[src/rtl/dqvs_pkg.sv]
// Shared widths, operation codes and status codes for the value-search deque.
package dqvs_pkg;

   localparam int DEFAULT_CAPACITY = 16;
   localparam int VALUE_W          = 32;
   localparam int KIND_W           = 3;
   localparam int STATUS_W         = 2;

   typedef logic [KIND_W-1:0]   kind_type;
   typedef logic [STATUS_W-1:0] status_type;
   typedef logic [VALUE_W-1:0]  value_type;

   localparam kind_type KIND_PUSH_FRONT = 3'd0;
   localparam kind_type KIND_PUSH_BACK  = 3'd1;
   localparam kind_type KIND_POP_FRONT  = 3'd2;
   localparam kind_type KIND_POP_BACK   = 3'd3;
   localparam kind_type KIND_CONTAINS   = 3'd4;
   localparam kind_type KIND_REMOVE     = 3'd5;

   localparam status_type STATUS_OK        = 2'd0;
   localparam status_type STATUS_EMPTY     = 2'd1;
   localparam status_type STATUS_FULL      = 2'd2;
   localparam status_type STATUS_NOT_FOUND = 2'd3;

endpackage

[src/rtl/dqvs_if.sv]
// Valid/ready channel interfaces for the request and response sides of the deque.
interface dqvs_req_if;
   logic                     valid;
   logic                     ready;
   dqvs_pkg::kind_type       kind;
   logic signed [dqvs_pkg::VALUE_W-1:0] value;

   modport source (output valid, output kind, output value, input ready);
   modport sink   (input valid, input kind, input value, output ready);
endinterface

interface dqvs_rsp_if #(
   parameter int OCC_W = $clog2(dqvs_pkg::DEFAULT_CAPACITY + 1)
);
   logic                                valid;
   logic                                ready;
   dqvs_pkg::status_type                status;
   logic                                found;
   logic signed [dqvs_pkg::VALUE_W-1:0] front_value;
   logic signed [dqvs_pkg::VALUE_W-1:0] back_value;
   logic [OCC_W-1:0]                    occupancy;
   logic                                is_empty;

   modport source (output valid, output status, output found, output front_value,
                   output back_value, output occupancy, output is_empty, input ready);
   modport sink   (input valid, input status, input found, input front_value,
                   input back_value, input occupancy, input is_empty, output ready);
endinterface

[src/rtl/dqvs_store.sv]
// Entry memory of the deque: one write port, one read port with registered data.
module dqvs_store #(
   parameter int DEPTH = dqvs_pkg::DEFAULT_CAPACITY
) (
   input  logic                       clock,
   input  logic                       wr_en,
   input  logic [$clog2(DEPTH)-1:0]   wr_addr,
   input  dqvs_pkg::value_type        wr_data,
   input  logic                       rd_en,
   input  logic [$clog2(DEPTH)-1:0]   rd_addr,
   output dqvs_pkg::value_type        rd_data
);

   dqvs_pkg::value_type entries_ff [DEPTH];
   dqvs_pkg::value_type rd_data_ff;

   always_ff @(posedge clock) begin
      if (wr_en) begin
         entries_ff[wr_addr] <= wr_data;
      end
      if (rd_en) begin
         rd_data_ff <= entries_ff[rd_addr];
      end
   end

   assign rd_data = rd_data_ff;

endmodule

[src/rtl/dqvs_unit.sv]
// Shared slot unit: circular address of head plus offset, and a 32-bit equality compare.
module dqvs_unit #(
   parameter int CAPACITY = dqvs_pkg::DEFAULT_CAPACITY
) (
   input  logic [$clog2(CAPACITY)-1:0] base,
   input  logic [$clog2(CAPACITY)-1:0] offset,
   output logic [$clog2(CAPACITY)-1:0] slot,
   input  dqvs_pkg::value_type         lhs,
   input  dqvs_pkg::value_type         rhs,
   output logic                        equal
);

   localparam int             IDX_W   = $clog2(CAPACITY);
   localparam logic [IDX_W:0] CAP_EXT = (IDX_W + 1)'(CAPACITY);

   logic [IDX_W:0] sum;
   logic [IDX_W:0] wrapped;

   // Both operands are below the capacity, so one subtract folds the sum back.
   assign sum     = {1'b0, base} + {1'b0, offset};
   assign wrapped = sum - CAP_EXT;
   assign slot    = (sum >= CAP_EXT) ? wrapped[IDX_W-1:0] : sum[IDX_W-1:0];
   assign equal   = (lhs == rhs);

endmodule

[src/rtl/deque_with_value_search.sv]
// Top level of the bounded double-ended queue with value search and remove.
//
//   Channel  Direction  Transfer when        Payload
//   req_ch   in         valid && ready       kind, value
//   rsp_ch   out        valid && ready       status, found, front_value, back_value,
//                                            occupancy, is_empty
//
// Pushes and pops update the store in ST_EXEC, then read the front and back entries
// through the single read port in ST_FETCH0 and ST_FETCH1; ST_FETCH2 loads the result.
// The next request can be taken in the same cycle as the result appears.
// Contains and remove are bounded by the scan that reads one entry per cycle through
// that port; remove moves the tail down one entry per cycle right behind the scan, so
// it ends no later than a contains over the same count.
// Reset (synchronous) empties the queue at once; the entry memory itself is never cleared.
// A stalled response waits in the output register while the next request is taken; a
// second result then waits for it.
module deque_with_value_search #(
   parameter int CAPACITY = dqvs_pkg::DEFAULT_CAPACITY
) (
   input logic        clock,
   input logic        reset,
   dqvs_req_if.sink   req_ch,
   dqvs_rsp_if.source rsp_ch
);

   localparam int IDX_W = $clog2(CAPACITY);
   localparam int CNT_W = $clog2(CAPACITY + 1);

   localparam logic [CNT_W-1:0] CAP_CNT  = CNT_W'(CAPACITY);
   localparam logic [CNT_W-1:0] CNT_ONE  = CNT_W'(1);
   localparam logic [IDX_W-1:0] IDX_LAST = IDX_W'(CAPACITY - 1);
   localparam logic [IDX_W-1:0] IDX_ONE  = IDX_W'(1);

   // Sequencer states.
   localparam logic [2:0] ST_IDLE   = 3'd0;
   localparam logic [2:0] ST_EXEC   = 3'd1;
   localparam logic [2:0] ST_SCAN   = 3'd2;
   localparam logic [2:0] ST_SHIFT  = 3'd3;
   localparam logic [2:0] ST_FETCH0 = 3'd4;
   localparam logic [2:0] ST_FETCH1 = 3'd5;
   localparam logic [2:0] ST_FETCH2 = 3'd6;

   // Control state.
   logic [2:0]            state_ff, state_in;
   logic [IDX_W-1:0]      head_ff, head_in;
   logic [CNT_W-1:0]      count_ff, count_in;
   logic [CNT_W-1:0]      rd_pos_ff, rd_pos_in;
   logic                  pend_ff, pend_in;
   logic                  out_valid_ff, out_valid_in;

   // Working payload.
   dqvs_pkg::kind_type    kind_ff, kind_in;
   dqvs_pkg::value_type   value_ff, value_in;
   dqvs_pkg::status_type  status_ff, status_in;
   logic                  found_ff, found_in;
   logic [IDX_W-1:0]      pend_addr_ff, pend_addr_in;
   logic [IDX_W-1:0]      wa_ff, wa_in;
   dqvs_pkg::value_type   front_ff, front_in;

   // Output register.
   dqvs_pkg::status_type  out_status_ff, out_status_in;
   logic                  out_found_ff, out_found_in;
   dqvs_pkg::value_type   out_front_ff, out_front_in;
   dqvs_pkg::value_type   out_back_ff, out_back_in;
   logic [CNT_W-1:0]      out_count_ff, out_count_in;

   logic                  req_fire;
   logic                  load_out;
   logic [CNT_W-1:0]      count_m1;
   logic [IDX_W-1:0]      unit_off;
   logic [IDX_W-1:0]      unit_slot;
   logic                  unit_eq;
   logic                  mem_we;
   logic [IDX_W-1:0]      mem_wa;
   dqvs_pkg::value_type   mem_wd;
   logic                  mem_re;
   dqvs_pkg::value_type   mem_rdata;

   dqvs_unit #(
      .CAPACITY (CAPACITY)
   ) u_unit (
      .base   (head_ff),
      .offset (unit_off),
      .slot   (unit_slot),
      .lhs    (mem_rdata),
      .rhs    (value_ff),
      .equal  (unit_eq)
   );

   dqvs_store #(
      .DEPTH (CAPACITY)
   ) u_store (
      .clock   (clock),
      .wr_en   (mem_we),
      .wr_addr (mem_wa),
      .wr_data (mem_wd),
      .rd_en   (mem_re),
      .rd_addr (unit_slot),
      .rd_data (mem_rdata)
   );

   assign req_ch.ready = (state_ff == ST_IDLE);
   assign req_fire     = req_ch.valid && req_ch.ready;
   assign count_m1     = count_ff - CNT_ONE;

   always_comb begin
      state_in     = state_ff;
      head_in      = head_ff;
      count_in     = count_ff;
      rd_pos_in    = rd_pos_ff;
      pend_in      = pend_ff;
      kind_in      = kind_ff;
      value_in     = value_ff;
      status_in    = status_ff;
      found_in     = found_ff;
      pend_addr_in = pend_addr_ff;
      wa_in        = wa_ff;
      front_in     = front_ff;
      load_out     = 1'b0;
      unit_off     = '0;
      mem_we       = 1'b0;
      mem_wa       = unit_slot;
      mem_wd       = value_ff;
      mem_re       = 1'b0;

      unique case (state_ff)
         ST_IDLE: begin
            if (req_fire) begin
               kind_in   = req_ch.kind;
               value_in  = req_ch.value;
               status_in = dqvs_pkg::STATUS_OK;
               found_in  = 1'b0;
               rd_pos_in = '0;
               pend_in   = 1'b0;
               if (req_ch.kind == dqvs_pkg::KIND_CONTAINS ||
                   req_ch.kind == dqvs_pkg::KIND_REMOVE) begin
                  state_in = ST_SCAN;
               end else begin
                  state_in = ST_EXEC;
               end
            end
         end

         ST_EXEC: begin
            // Push and pop update the head, the count and at most one entry.
            unique case (kind_ff)
               dqvs_pkg::KIND_PUSH_FRONT: begin
                  unit_off = IDX_LAST;
                  if (count_ff == CAP_CNT) begin
                     status_in = dqvs_pkg::STATUS_FULL;
                  end else begin
                     mem_we   = 1'b1;
                     head_in  = unit_slot;
                     count_in = count_ff + CNT_ONE;
                  end
               end
               dqvs_pkg::KIND_PUSH_BACK: begin
                  unit_off = count_ff[IDX_W-1:0];
                  if (count_ff == CAP_CNT) begin
                     status_in = dqvs_pkg::STATUS_FULL;
                  end else begin
                     mem_we   = 1'b1;
                     count_in = count_ff + CNT_ONE;
                  end
               end
               dqvs_pkg::KIND_POP_FRONT: begin
                  unit_off = IDX_ONE;
                  if (count_ff == '0) begin
                     status_in = dqvs_pkg::STATUS_EMPTY;
                  end else begin
                     head_in  = unit_slot;
                     count_in = count_m1;
                  end
               end
               dqvs_pkg::KIND_POP_BACK: begin
                  if (count_ff == '0) begin
                     status_in = dqvs_pkg::STATUS_EMPTY;
                  end else begin
                     count_in = count_m1;
                  end
               end
               default: begin
                  // Unused codes leave the queue as it is.
               end
            endcase
            state_in = ST_FETCH0;
         end

         ST_SCAN, ST_SHIFT: begin
            // One read is issued per cycle; the data of the previous read is
            // compared (scan) or written one entry toward the front (shift).
            unit_off = rd_pos_ff[IDX_W-1:0];
            if (rd_pos_ff < count_ff) begin
               mem_re       = 1'b1;
               pend_in      = 1'b1;
               pend_addr_in = unit_slot;
               rd_pos_in    = rd_pos_ff + CNT_ONE;
            end else begin
               pend_in = 1'b0;
            end

            if (state_ff == ST_SCAN) begin
               if (pend_ff && unit_eq) begin
                  found_in = 1'b1;
                  if (kind_ff == dqvs_pkg::KIND_REMOVE) begin
                     // The read issued this cycle is the entry just behind the
                     // match, so the shift carries on the same pipeline.
                     wa_in    = pend_addr_ff;
                     state_in = ST_SHIFT;
                  end else begin
                     state_in = ST_FETCH0;
                  end
               end else if (!pend_ff && rd_pos_ff >= count_ff) begin
                  status_in = dqvs_pkg::STATUS_NOT_FOUND;
                  state_in  = ST_FETCH0;
               end
            end else begin
               if (pend_ff) begin
                  mem_we = 1'b1;
                  mem_wa = wa_ff;
                  mem_wd = mem_rdata;
                  wa_in  = pend_addr_ff;
               end
               if (!pend_ff && rd_pos_ff >= count_ff) begin
                  count_in = count_m1;
                  state_in = ST_FETCH0;
               end
            end
         end

         ST_FETCH0: begin
            unit_off = '0;
            mem_re   = 1'b1;
            state_in = ST_FETCH1;
         end

         ST_FETCH1: begin
            unit_off = count_m1[IDX_W-1:0];
            mem_re   = 1'b1;
            front_in = mem_rdata;
            state_in = ST_FETCH2;
         end

         ST_FETCH2: begin
            // The back entry sits in the read register until the result moves out.
            if (!out_valid_ff || rsp_ch.ready) begin
               load_out = 1'b1;
               state_in = ST_IDLE;
            end
         end

         default: begin
            state_in = ST_IDLE;
         end
      endcase
   end

   always_comb begin
      out_valid_in  = load_out || (out_valid_ff && !rsp_ch.ready);
      out_status_in = out_status_ff;
      out_found_in  = out_found_ff;
      out_front_in  = out_front_ff;
      out_back_in   = out_back_ff;
      out_count_in  = out_count_ff;
      if (load_out) begin
         out_status_in = status_ff;
         out_found_in  = found_ff;
         out_front_in  = (count_ff == '0) ? '0 : front_ff;
         out_back_in   = (count_ff == '0) ? '0 : mem_rdata;
         out_count_in  = count_ff;
      end
   end

   always_ff @(posedge clock) begin
      if (reset) begin
         state_ff     <= ST_IDLE;
         head_ff      <= '0;
         count_ff     <= '0;
         rd_pos_ff    <= '0;
         pend_ff      <= 1'b0;
         out_valid_ff <= 1'b0;
      end else begin
         state_ff     <= state_in;
         head_ff      <= head_in;
         count_ff     <= count_in;
         rd_pos_ff    <= rd_pos_in;
         pend_ff      <= pend_in;
         out_valid_ff <= out_valid_in;
      end
   end

   always_ff @(posedge clock) begin
      kind_ff       <= kind_in;
      value_ff      <= value_in;
      status_ff     <= status_in;
      found_ff      <= found_in;
      pend_addr_ff  <= pend_addr_in;
      wa_ff         <= wa_in;
      front_ff      <= front_in;
      out_status_ff <= out_status_in;
      out_found_ff  <= out_found_in;
      out_front_ff  <= out_front_in;
      out_back_ff   <= out_back_in;
      out_count_ff  <= out_count_in;
   end

   assign rsp_ch.valid       = out_valid_ff;
   assign rsp_ch.status      = out_status_ff;
   assign rsp_ch.found       = out_found_ff;
   assign rsp_ch.front_value = out_front_ff;
   assign rsp_ch.back_value  = out_back_ff;
   assign rsp_ch.occupancy   = out_count_ff;
   assign rsp_ch.is_empty    = (out_count_ff == '0);

endmodule

[src/flat_wrapper.sv]
// flat-port wrapper written by rule: the top's interface ports become plain ports
module deque_with_value_search_flat 
#(
   parameter int CAPACITY = dqvs_pkg::DEFAULT_CAPACITY
)
  (clock, reset, req_ch_valid, req_ch_kind, req_ch_value, req_ch_ready, rsp_ch_valid, rsp_ch_status, rsp_ch_found, rsp_ch_front_value, rsp_ch_back_value, rsp_ch_occupancy, rsp_ch_is_empty, rsp_ch_ready);
  dqvs_req_if req_ch_i ();
  dqvs_rsp_if #(.OCC_W(($clog2((dqvs_pkg::DEFAULT_CAPACITY) + 1)))) rsp_ch_i ();
  input logic clock;
  input logic reset;
  input wire logic [$bits(req_ch_i.valid)-1:0] req_ch_valid;
  input wire logic [$bits(req_ch_i.kind)-1:0] req_ch_kind;
  input wire logic [$bits(req_ch_i.value)-1:0] req_ch_value;
  output wire logic [$bits(req_ch_i.ready)-1:0] req_ch_ready;
  output wire logic [$bits(rsp_ch_i.valid)-1:0] rsp_ch_valid;
  output wire logic [$bits(rsp_ch_i.status)-1:0] rsp_ch_status;
  output wire logic [$bits(rsp_ch_i.found)-1:0] rsp_ch_found;
  output wire logic [$bits(rsp_ch_i.front_value)-1:0] rsp_ch_front_value;
  output wire logic [$bits(rsp_ch_i.back_value)-1:0] rsp_ch_back_value;
  output wire logic [$bits(rsp_ch_i.occupancy)-1:0] rsp_ch_occupancy;
  output wire logic [$bits(rsp_ch_i.is_empty)-1:0] rsp_ch_is_empty;
  input wire logic [$bits(rsp_ch_i.ready)-1:0] rsp_ch_ready;
  assign req_ch_i.valid = req_ch_valid;
  assign req_ch_i.kind = req_ch_kind;
  assign req_ch_i.value = req_ch_value;
  assign req_ch_ready = req_ch_i.ready;
  assign rsp_ch_valid = rsp_ch_i.valid;
  assign rsp_ch_status = rsp_ch_i.status;
  assign rsp_ch_found = rsp_ch_i.found;
  assign rsp_ch_front_value = rsp_ch_i.front_value;
  assign rsp_ch_back_value = rsp_ch_i.back_value;
  assign rsp_ch_occupancy = rsp_ch_i.occupancy;
  assign rsp_ch_is_empty = rsp_ch_i.is_empty;
  assign rsp_ch_i.ready = rsp_ch_ready;
  deque_with_value_search #(.CAPACITY(CAPACITY)) u_core (.clock(clock), .reset(reset), .req_ch(req_ch_i), .rsp_ch(rsp_ch_i));
endmodule
[config.mk]
export PLATFORM = sky130hd
export DESIGN_NAME = deque_with_value_search_flat
export DESIGN_NICKNAME = d
export VERILOG_FILES = /design/src/rtl/dqvs_pkg.sv /design/src/rtl/dqvs_if.sv /design/src/rtl/dqvs_store.sv /design/src/rtl/dqvs_unit.sv /design/src/rtl/deque_with_value_search.sv /design/src/flat_wrapper.sv
export SDC_FILE = /design/constraint.sdc
export NUM_CORES = 1
export LEC_CHECK = 0
export BUFFER_PORTS_ARGS = -buffer_cell sky130_fd_sc_hd__clkbuf_2
export CAP_MARGIN = 5
export CORE_MARGIN = 2
export CORE_UTILIZATION = 65
export DETAILED_ROUTE_END_ITERATION = 8
export PLACE_DENSITY = 0.88
export REMOVE_ABC_BUFFERS = 1
export SLEW_MARGIN = 15
export SYNTH_ARGS = -nofsm -noshare
export SYNTH_HDL_FRONTEND = slang
export SYNTH_SLANG_ARGS = --single-unit
[constraint.sdc]
create_clock -name clock -period 10.15 [get_ports clock]
set_input_delay 1.015 -clock clock [delete_from_list [all_inputs] [get_ports clock]]
set_output_delay 1.015 -clock clock [all_outputs]
set_load 0.02 [all_outputs]
==> run_results.csv <==
group,metric,value,unit
run_status,status,"complete, no violations",
sta,rsz0062_at_grt,"no",
drt,postRouteAntennaNets,0,
drt,routed-via-count,15023,
logic_synthesis,ys_seq_area_frac,0.7630,
min_path,min_path_cells,0,
drt,wirelength,70800,um
finish,num_antenna_cells,0,
drt,drt-initial-drc-count,2229,
clock_tree,cts.htree.levels,3,
logic_synthesis,synth_cell_types,54,
sta,slew_headroom,0.1802,
global_route,antenna_found_initial,0,
critical_path,cp_slowest_cell,"fa_4",
sta,maxSlewViolCount,0,
finish,nets,1625,
clock_tree,cts_buffers,68,
logic_synthesis,synthArstFlopShare,0,
floorplanning,dieWidth,210.9,um
clock_tree,clock_sinks,713,
sta,setup_viol_count_final,0,
pwr,peakVddDrop,0.1622,mV
critical_path,start_kind,"register",
clock_tree,hold_buffers,0,
global_route,globalRouteTotalUtil,0.3203,
critical_path,cp.arrival,6.06,ns
sta,fin_crit_sh,0.5691,
logic_synthesis,ys_ff_latch,713,
drt,viasPerCell,6.945,
logic_synthesis,synth_edf_count,694,
floorplanning,core-area,42130,um^2
sta,tightestPinTransition,1.230,ns
critical_path,reg2reg_from,"u_core.state_ff[1]$_SDFFE_PP0P_",
sta,tns,0,ns
global_route,use_met2,0.5253,
floorplanning,start_util,0.6601,
critical_path,end_kind,"register",
min_path,hp-start,"u_core.status_ff[0]$_DFFE_PP_",
global_route,gr-usage-met1,0.4213,
clock_tree,clkLatencyLatePin,0.60,ns
logic_synthesis,yosys_warnings,0,
floorplanning,ios,114,
placed_design,gp_congestion,0.9170,
logic_synthesis,ys.flop_type,"edfxtp_1",
logic_synthesis,synth_top_area_cell,"edfxtp_1",
sta,fmax,173.1,MHz
logic_synthesis,synth_top_area_share,0.7493,
global_route,grtUsageMet3,0.06557,
finish,syn_to_final_growth,13.27,%
critical_path,worstSetupPathType,"reg2reg",
sta,hold_slack,0.4206,ns
critical_path,max_stage_delay,1.23,ns
logic_synthesis,synth_area_leaders,"edfxtp_1 75%, mux4_2 10%, mux2i_1 3.6%",
critical_path,cp_cell_sequence,"inv_1, nand3_1, o221ai_1, ha_4, fa_4, buf_4, inv_1, a31oi_1, nor2_4, buf_4",
floorplanning,placementRows,75,
critical_path,r2r_cells,10,
placed_design,hpwl,36250,um
logic_synthesis,syn_inst,1424,
clock_tree,clk_pin_slew,0.06,ns
logic_synthesis,syn-cell-area,27810,um^2
drt,post_drt_wl_per_cell,32.73,um
floorplanning,dieArea,44460,um^2
global_route,top_usage_layer,"met2",
global_route,first_global_vias,15250,
pwr,power_leakage,10.25,nW
drt,route.detailed.drc,0,
global_route,grt_overflow,0,
min_path,hp-class,"reg2reg",
sta,fin_crit,5.776,ns
clock_tree,cts_resized,0,
sta,skew,0.02588,ns
placed_design,port_buffers,113,
clock_tree,clockBufferDepth,3,
critical_path,cp_data_required_time,10.43,ns
run,cap_violations,0,
critical_path,crit_fanout,50,
logic_synthesis,syn_avg_cell_area,19.53,um^2
clock_tree,post-cts-setup-buffer-count,0,
clock_tree,cts_tree,"yes",
floorplanning,fp.dieH,210.9,um
sta,hold_viol,0,
drt,first_pass_iters,6,
pwr,power_density,251.2,nW/um^2
finish,layout-drive-gt1-share,0.2438,
global_route,grt_first_pass_wirelength,100800,um
clock_tree,clockRootBuffer,"clkbuf_16",
global_route,grt_max_degree,66,
critical_path,cp-startpoint,"u_core.state_ff[1]$_SDFFE_PP0P_",
==> metrics by stage <==
step                power, W  setup slack (ns)  instance area, um^2  std cells  utilization
finish              0.007914             4.374                31500       2163       0.7476
global route        0.008121             4.172                31500       2163       0.7476
detailed placement  0.005370             4.523                29140       2035       0.6917
global placement    0.005297             4.832                29140       2035       0.6917
floorplan           0.004938             1.673                27560       1361            -
CTS                 0.007894             4.438                31310       2156       0.7431
==> final timing paths <==
check | endpoint | slack, ns
worst max-delay path | u_core.u_store.entries_ff[5][14]$_DFFE_PP_ | 4.37
worst min-delay path | u_core.rsp_ch.status[0]$_DFFE_PP_ | 0.42
worst max register to register | u_core.u_store.entries_ff[5][14]$_DFFE_PP_ | 4.37
worst min register to register | u_core.rsp_ch.status[0]$_DFFE_PP_ | 0.42
==> critical path: cells and delay by family, from the launching register on <==
kind                       cells  cell delay [ns]
buffers and inverters          4             1.49
adders and majority gates      2             1.45
AOI/OAI and AO/OA              2             1.22
DFF                            1             0.67
and+or+nand+nor                2             0.58
==> state kept, by name, summed over array words and instances, names as in the netlist, 2 cells and up <==
name and count:
u_core.count_ff 5, u_core.front_ff 32, u_core.head_ff 4, u_core.kind_ff 3, u_core.pend_addr_ff 4, u_core.rd_pos_ff 5
u_core.rsp_ch.back_value 32, u_core.rsp_ch.front_value 32, u_core.rsp_ch.occupancy 5, u_core.rsp_ch.status 2, u_core.state_ff 3, u_core.status_ff 2
u_core.u_store.entries_ff 512, u_core.u_store.rd_data 32, u_core.value_ff 32, u_core.wa_ff 4
==> final cells by class <==
class,instances,area (um^2)
flip-flops and latches,713,21220
inverters,17,63.81
multi-input cells,631,6460
repair buffers,142,915.9
well taps,539,674.4
clock inverters,38,345.3
clock buffers,83,1822
fillers,2095,10630
==> power breakdown <==
group	leakage (nW)	total [W]	switching (W)	internal [W]
sequential	6.44	0.00384	0.000186	0.00365
clock	1.06	0.00253	0.00109	0.00144
combinational	2.75	0.00154	0.000989	0.000555
==> cells in the final DEF (no fill, tap or decap), types with 7 or more instances in the layout <==
cell type and n:
nor2b_1 70, a21oi_1 17, xnor2_1 35, nor2_4 16
buf_4 22, mux4_2 128, clkbuf_16 71, nand2b_1 8
clkinv_1 17, clkbuf_1 12, mux2i_1 99, clkinv_2 9
nor2_1 24, nor3_1 8, edfxtp_1 694, dfxtp_1 19
ha_1 11, o21ai_0 16, clkbuf_2 113, nand2_1 111
inv_1 15, nand3_1 7, nand4_1 8
==> layer usage <==
metal  up-vias  share of wire
met5         -              0
met4         0          0.046
met3       236           0.11
met2      1258           0.50
met1      7577           0.34
li1       5952              -
==> Yosys cell counts (3+ instances only) <==
cell type / count
a211oi_1: 5
a21oi_1: 17
a31oi_1: 4
a32oi_1: 4
and3_1: 4
buf_1: 6
buf_2: 10
clkbuf_1: 46
dfxtp_1: 19
edfxtp_1: 694
ha_1: 12
inv_1: 16
mux2i_1: 99
mux4_2: 128
nand2_1: 112
nand2b_1: 8
nand3_1: 8
nand4_1: 8
nor2_1: 40
nor2b_1: 70
nor3_1: 8
nor3b_1: 3
o21a_1: 5
o21ai_0: 16
or3_1: 5
xnor2_1: 36
xor2_1: 4
==> kinds of logic after synthesis <==
| logic type | synth area share |
|---|---|
| and+or+nand+nor | 0.04818 |
| adders and majority gates | 0.006118 |
| AOI/OAI and AO/OA | 0.01804 |
| buffers and inverters | 0.01138 |
| DFF | 0.7630 |
| xor gates and xnor gates | 0.01318 |
| muxes | 0.1401 |
(Power assumes the default switching activity.)
